==> config.mk <==
export PLATFORM = sky130hd
export DESIGN_NAME = ssp_job_queue
export DESIGN_NICKNAME = d
export VERILOG_FILES = /design/src/rtl/ssp_pkg.sv /design/src/rtl/ssp_job_queue.sv
export SDC_FILE = /design/constraint.sdc
export NUM_CORES = 2
export LEC_CHECK = 0
export ABC_AREA = 1
export BUFFER_PORTS_ARGS = -buffer_cell sky130_fd_sc_hd__buf_2
export CAP_MARGIN = 20
export CELL_PAD_IN_SITES_DETAIL_PLACEMENT = 1
export CELL_PAD_IN_SITES_GLOBAL_PLACEMENT = 1
export CORE_UTILIZATION = 25
export CTS_CLUSTER_SIZE = 28
export DETAILED_ROUTE_END_ITERATION = 10
export PLACE_DENSITY = 0.54
export SLEW_MARGIN = 10
export SYNTH_ARGS = -nofsm -noshare
export SYNTH_HDL_FRONTEND = slang
export SYNTH_SLANG_ARGS = --single-unit
==> constraint.sdc <==
create_clock -name clk_i -period 16.2 [get_ports clk_i]
set_clock_uncertainty 0.15 [all_clocks]
set_input_delay 3.24 -clock clk_i [delete_from_list [all_inputs] [get_ports clk_i]]
set_output_delay 3.24 -clock clk_i [all_outputs]
set_load 0.05 [all_outputs]
==> src/rtl/ssp_pkg.sv <==
package ssp_pkg;

  localparam int COORD_W  = 32;
  localparam int FRAC_W   = 16;
  localparam int T_W      = FRAC_W + 1;
  localparam int WFRAC    = 24;
  localparam int WGT_W    = WFRAC + 2;
  localparam int H_W      = 3 * T_W + 1;
  localparam int PROD_W   = COORD_W + WGT_W;
  localparam int ACC_W    = PROD_W + 2;
  localparam int VAL_W    = ACC_W - WFRAC;
  localparam int NUM_TAPS = 4;
  localparam int QDEPTH   = 8;
  localparam int QPTR_W   = $clog2(QDEPTH);
  localparam int QCNT_W   = $clog2(QDEPTH + 1);

  localparam logic [T_W-1:0] T_ONE = T_W'(1) << FRAC_W;

  typedef enum logic [1:0] {
    ACT_NONE    = 2'd0,
    ACT_LINEAR  = 2'd1,
    ACT_BEZIER  = 2'd2,
    ACT_HERMITE = 2'd3
  } action_e;

  typedef enum logic [2:0] {
    KIND_ZERO,
    KIND_PASS,
    KIND_LINEAR,
    KIND_BEZIER,
    KIND_HERMITE
  } kind_e;

  typedef logic signed [COORD_W-1:0] coord_t;
  typedef logic signed [WGT_W-1:0]   wgt_t;

  typedef struct packed {
    action_e          action;
    logic             last_key;
    logic [T_W-1:0]   param_t;
    coord_t           start_point;
    coord_t           start_in_handle;
    coord_t           start_out_handle;
    coord_t           end_point;
    coord_t           end_in_handle;
    coord_t           end_out_handle;
  } in_item_t;

  typedef struct packed {
    coord_t curve_value;
    logic   saturated;
  } out_item_t;

  // one blend job: sum(pt * wgt) with weights in Q.24
  typedef struct packed {
    coord_t [NUM_TAPS-1:0] pt;
    wgt_t   [NUM_TAPS-1:0] wgt;
  } job_t;

endpackage

==> src/rtl/ssp_job_queue.sv <==
module ssp_job_queue import ssp_pkg::*; (
  input  logic clk_i,
  input  logic rst_ni,
  input  logic alloc_i,
  output logic full_o,
  input  logic wr_i,
  input  job_t wr_job_i,
  output logic rd_valid_o,
  output job_t rd_job_o,
  input  logic take_i
);

  // credits cover words inside the front pipeline as well as stored ones
  logic [QCNT_W-1:0] credit_q, credit_d;
  logic [QCNT_W-1:0] stored_q, stored_d;
  logic [QPTR_W-1:0] wr_ptr_q, rd_ptr_q;
  job_t              mem_q [QDEPTH];

  always_comb begin
    credit_d = credit_q + QCNT_W'(alloc_i) - QCNT_W'(take_i);
    stored_d = stored_q + QCNT_W'(wr_i) - QCNT_W'(take_i);
  end

  always_ff @(posedge clk_i or negedge rst_ni) begin
    if (!rst_ni) begin
      credit_q <= '0;
      stored_q <= '0;
      wr_ptr_q <= '0;
      rd_ptr_q <= '0;
    end else begin
      credit_q <= credit_d;
      stored_q <= stored_d;
      if (wr_i) begin
        wr_ptr_q <= wr_ptr_q + QPTR_W'(1);
      end
      if (take_i) begin
        rd_ptr_q <= rd_ptr_q + QPTR_W'(1);
      end
    end
  end

  always_ff @(posedge clk_i) begin
    if (wr_i) begin
      mem_q[wr_ptr_q] <= wr_job_i;
    end
  end

  assign full_o     = (credit_q == QCNT_W'(QDEPTH));
  assign rd_valid_o = (stored_q != '0);
  assign rd_job_o   = mem_q[rd_ptr_q];

`ifndef NO_ASSERTIONS
  a_take_nonempty: assert property (@(posedge clk_i) disable iff (!rst_ni)
    take_i |-> (stored_q != '0))
    else $error("job taken from empty queue");

  a_stored_within_credit: assert property (@(posedge clk_i) disable iff (!rst_ni)
    stored_q <= credit_q)
    else $error("stored jobs exceed allocated credits");
`endif

endmodule

* Word-level counts from Yosys, hierarchy flattened
Memories as Yosys holds them, arrays and structs flattened. Cells that the tools add are included.
Cells by class: add/subtract/negate cells 6, multipliers 0, div/mod/pow operators 0, order comparisons 0, equality and inequality tests 1, shift operators 0, muxes and demuxes 2, bitwise logic cells 0, reductions and logical operators 1
Operator list (number):
- adder 4 x 1 -> 4 bit | 2
- subtractor 4 x 1 -> 4 bit | 2
- adder 3 x 1 -> 3 bit, second input constant | 2
- == test 4 bit, second input constant | 1
- nonzero test 4 bit | 1
- 2-to-1 mux 1 bit | 2
Word-level totals: register bits after elaboration 14, latch bits 0, memory bits (writable) 1856, bits in read-only memories 0, bits of input ports 237, output and inout port bits 234, logic and storage cells 15, memories kept 1
Memories:
- mem_q | depth 8, width 232, read ports 1, clocked after memory_dff 0, write ports 1, RTL line ssp_job_queue.sv:17 | job_t mem_q [QDEPTH];

* Longest topological paths before layout
depth in word-level cells 2, depth in mapped cells 9, mapped depth without buffers 7

* Worst setup path before layout
No wires, ideal clock.
path kind input -> register, from in wr_i, to mem mem_q[0][0] in the netlist's numbering (enable), data arrival time 13203 ps, data required time 15221 ps, path slack 2018 ps, stages on the path 3, cell sequence inv_1 or2_2 nor2_1
Between the ends: word-level cells in the longest chain between the ends 2
Ends and longest elaborated chain:
- start: declaration | RTL line ssp_job_queue.sv:6 | input logic wr_i,
- 2-to-1 mux 1 bit | RTL line ssp_job_queue.sv:43 | if (wr_i) begin
- 2-to-1 mux 1 bit (implied by the code) | RTL line ssp_job_queue.sv:44 | mem_q[wr_ptr_q] <= wr_job_i;
- end: declaration | RTL line ssp_job_queue.sv:17
Every way passes these cells.

==> results.sh <==
export IMPL_critical_path_required_ps=12810
export IMPL_rrSetupSlack_ps=11810
export IMPL_ctsResizeCount=0
export IMPL_core_sq_um=325000
export IMPL_tritoncts="built"
export IMPL_power_leakage_nw=42.8
export IMPL_maxSlewViolCount=0
export IMPL_num_io_pins=471
export IMPL_rows=209
export IMPL_cp_cell_sequence="buf_12, buf_4, buf_4, buf_4, nand2_1, nand3_1, nand2_1, nand2_1, nand2_1, buf_2"
export IMPL_worstMarginPinSlew_ps=1220
export IMPL_synth_seq_cells=1870
export IMPL_r2r_cells=6
export IMPL_ant_nets=0
export IMPL_seq_area_frac_synth=0.686
export IMPL_die_area_sq_um=329000
export IMPL_place_gp_congestion=0.720
export IMPL_finalCritPeriodShare=0.577
export IMPL_portBuffers=470
export IMPL_finalSetupTns_ps=0
export IMPL_die_y_microns=574
export IMPL_critPathKind="reg2out"
export IMPL_drtIter0Drc=2409
export IMPL_cap_viol_max_count=0
export IMPL_cp_slowest_cell="dfrtp_4"
export IMPL_yosysUniqueCellTypes=20
export IMPL_path_clk_slew_ps=60
export IMPL_post_drt_wl_per_cell_microns=18.2
export IMPL_cts_root_buf="clkbuf_16"
export IMPL_synth_area_sq_um=81800
export IMPL_grt_max_degree=183
export IMPL_r2r_start="wr_ptr_q[0]"
export IMPL_syn_avg_cell_area_sq_um=10.1
export IMPL_layout_drive_gt1_share=0.0974
export IMPL_area_growth_pct=16.1
export IMPL_status="complete, no violations"
export IMPL_fin_util=0.292
export IMPL_h_tree_depth=4
export IMPL_stdcell_count=13000
export IMPL_die_x_microns=574
export IMPL_grt_pass1_wl_microns=358000
export IMPL_yosys_warnings=0
export IMPL_path_max_fanout=182
export IMPL_finalSetupViolations=0
export IMPL_startpoint_type="flop"
export IMPL_post_cts_buffers=0
export IMPL_grt_pass1_vias=57700
export IMPL_hold_buffers=0
export IMPL_dp_hpwl_microns=129000
export IMPL_syn_inst=8104
export IMPL_min_to="wr_ptr_q[0]"
export IMPL_vias_per_cell=4.18
export IMPL_peakVddDrop_mv=0.207
export IMPL_slew_headroom=0.187
export IMPL_wl_microns=237000
export IMPL_initial_core_util=0.252
export IMPL_vias=54500
export IMPL_overflow=0
export IMPL_critPathMostFrequentCell="nand2_1"
export IMPL_holdPathStages=2
export IMPL_p_per_area_nw_per_um2=193
export IMPL_fmax_ghz=0.107
export IMPL_setup_ws_ps=6860
export IMPL_rsz0062_at_grt="false"
export IMPL_cp_slowest_stage_delay_ps=950
export IMPL_drt_pass1_iterations=5
export IMPL_clk_latency_ps=870
export IMPL_antenna_found_initial=77
export IMPL_fillers=37000
export IMPL_syn_num_nets=8355
export IMPL_dp_cells=12600
export IMPL_finalCriticalPeriod_ps=9340
export IMPL_clock_tree_buffer_depth=4
export IMPL_layout_nets=8767
export IMPL_drc_errors=0
export IMPL_power_w=0.0183
export IMPL_worstHoldStart="wr_ptr_q[0]"
export IMPL_cts_sinks=1870
export IMPL_numCtsBuffers=218
export IMPL_post_place_ws_ps=7830
export IMPL_r2r_end="mem_q[1][114]"
export IMPL_hold_viol_final=0
export IMPL_end_kind="output port"
export IMPL_critPathArrivalTime_ps=5950
export IMPL_grt_usage=0.142
export IMPL_holdCritPathClass="reg2reg"
==> metrics by stage <==
step	area (sq um)	hold WS, ps
after floorplan	81800	340
after global placement	88100	373
after global routing	94900	429
after detailed placement	88100	392
final	94900	394
after CTS	94900	405
==> cells by family (layout without fill, tap and decap cells) <==
logic type	after synthesis	after routing	synth area share
adder cells (fa/ha/maj)	14	14	0.00233
other	0	21	0
AO/OA/AOI/OAI	4	4	0.000245
XOR/XNOR	7	7	0.000750
buffers and inverters	2238	2823	0.114
flip-flops	1870	1870	0.686
AND/OR/NAND/NOR	3971	3971	0.197
==> layout by cell type (no fill, tap or decap), types with 2 or more instances in the layout <==
cell	n
a21oi_1	2
buf_12	13
buf_2	470
buf_4	68
bufinv_16	14
clkbuf_1	63
clkbuf_16	219
clkinv_1	51
clkinv_16	4
clkinv_2	30
clkinv_4	2
clkinv_8	2
clkinvlp_4	2
dfrtp_1	11
dfrtp_4	3
diode_2	21
edfxtp_1	1856
fa_1	2
ha_1	12
inv_1	1875
inv_16	4
inv_6	3
inv_8	2
nand2_1	3030
nand3_1	931
nor2_4	8
o21ai_0	2
xor2_1	6
==> worst max path at each step <==
stage / start / endpoint / slack (ps) / cells past startpoint
6_report: rd_ptr_q[0] / rd_job_o[143] / 6860 / 10
5_1_grt: rd_ptr_q[0] / rd_job_o[143] / 6550 / 10
4_1_cts: rd_ptr_q[0] / rd_job_o[143] / 6820 / 10
3_5_place_dp: rd_ptr_q[0] / rd_job_o[133] / 7830 / 10
3_3_place_gp: rd_ptr_q[0] / rd_job_o[133] / 7860 / 10
2_1_floorplan: wr_i / mem_q[0][0] / 2020 / 3
==> cell usage after synthesis (all sizes together) <==
library cell,number,area (sq um)
a21oi,2,10.0
buf,318,2150
clkbuf,42,158
dfrtp,14,350
edfxtp,1856,55700
fa,2,40.0
ha,12,150
inv,1878,7050
nand2,3030,11400
nand3,931,4660
nor2,9,33.8
o21ai,2,10.0
or2,1,6.26
xnor2,1,8.76
xor2,6,52.6
==> power by group <==
part	leakage [nW]	switching, W	internal [W]
combinational	22.5	0.00594	0.00161
sequential	17.0	0.000158	0.00586
clock	3.28	0.00201	0.00271
==> worst max-delay path: cells and delay by family (launching register included) <==
kind / cells / cell delay (ps)
buffers and inverters: 5 / 3050
flip-flops: 1 / 950
AND/OR/NAND/NOR: 5 / 460
==> cell type report <==
class	count	area [sq um]	share of cell area
Timing Repair Buffer	552	3150	0.0332
Clock buffer	282	5720	0.0602
Inverter	1878	7080	0.0746
Multi-Input combinational cell	3996	16400	0.173
Tap cell	4325	5410	0.0570
Antenna cell	21	52.6	0.000553
Sequential cell	1870	56100	0.591
Clock inverter	111	1030	0.0109
==> flip-flops by register name, summed over array words and instances, names as in the netlist <==
signal	flops
wr_ptr_q	3
rd_ptr_q	3
credit_q	4
stored_q	4
mem_q	1856
==> layer usage <==
layer | track usage | vias up | share of wire
met4 | 0.0465 | 52 | 0.030
met3 | 0.0247 | 435 | 0.041
met5 | 0 | - | 0.0013
li1 | - | 26000 | -
met1 | 0.176 | 27200 | 0.44
met2 | 0.248 | 828 | 0.49
Note: power is estimated with default switching activity, not from simulation.
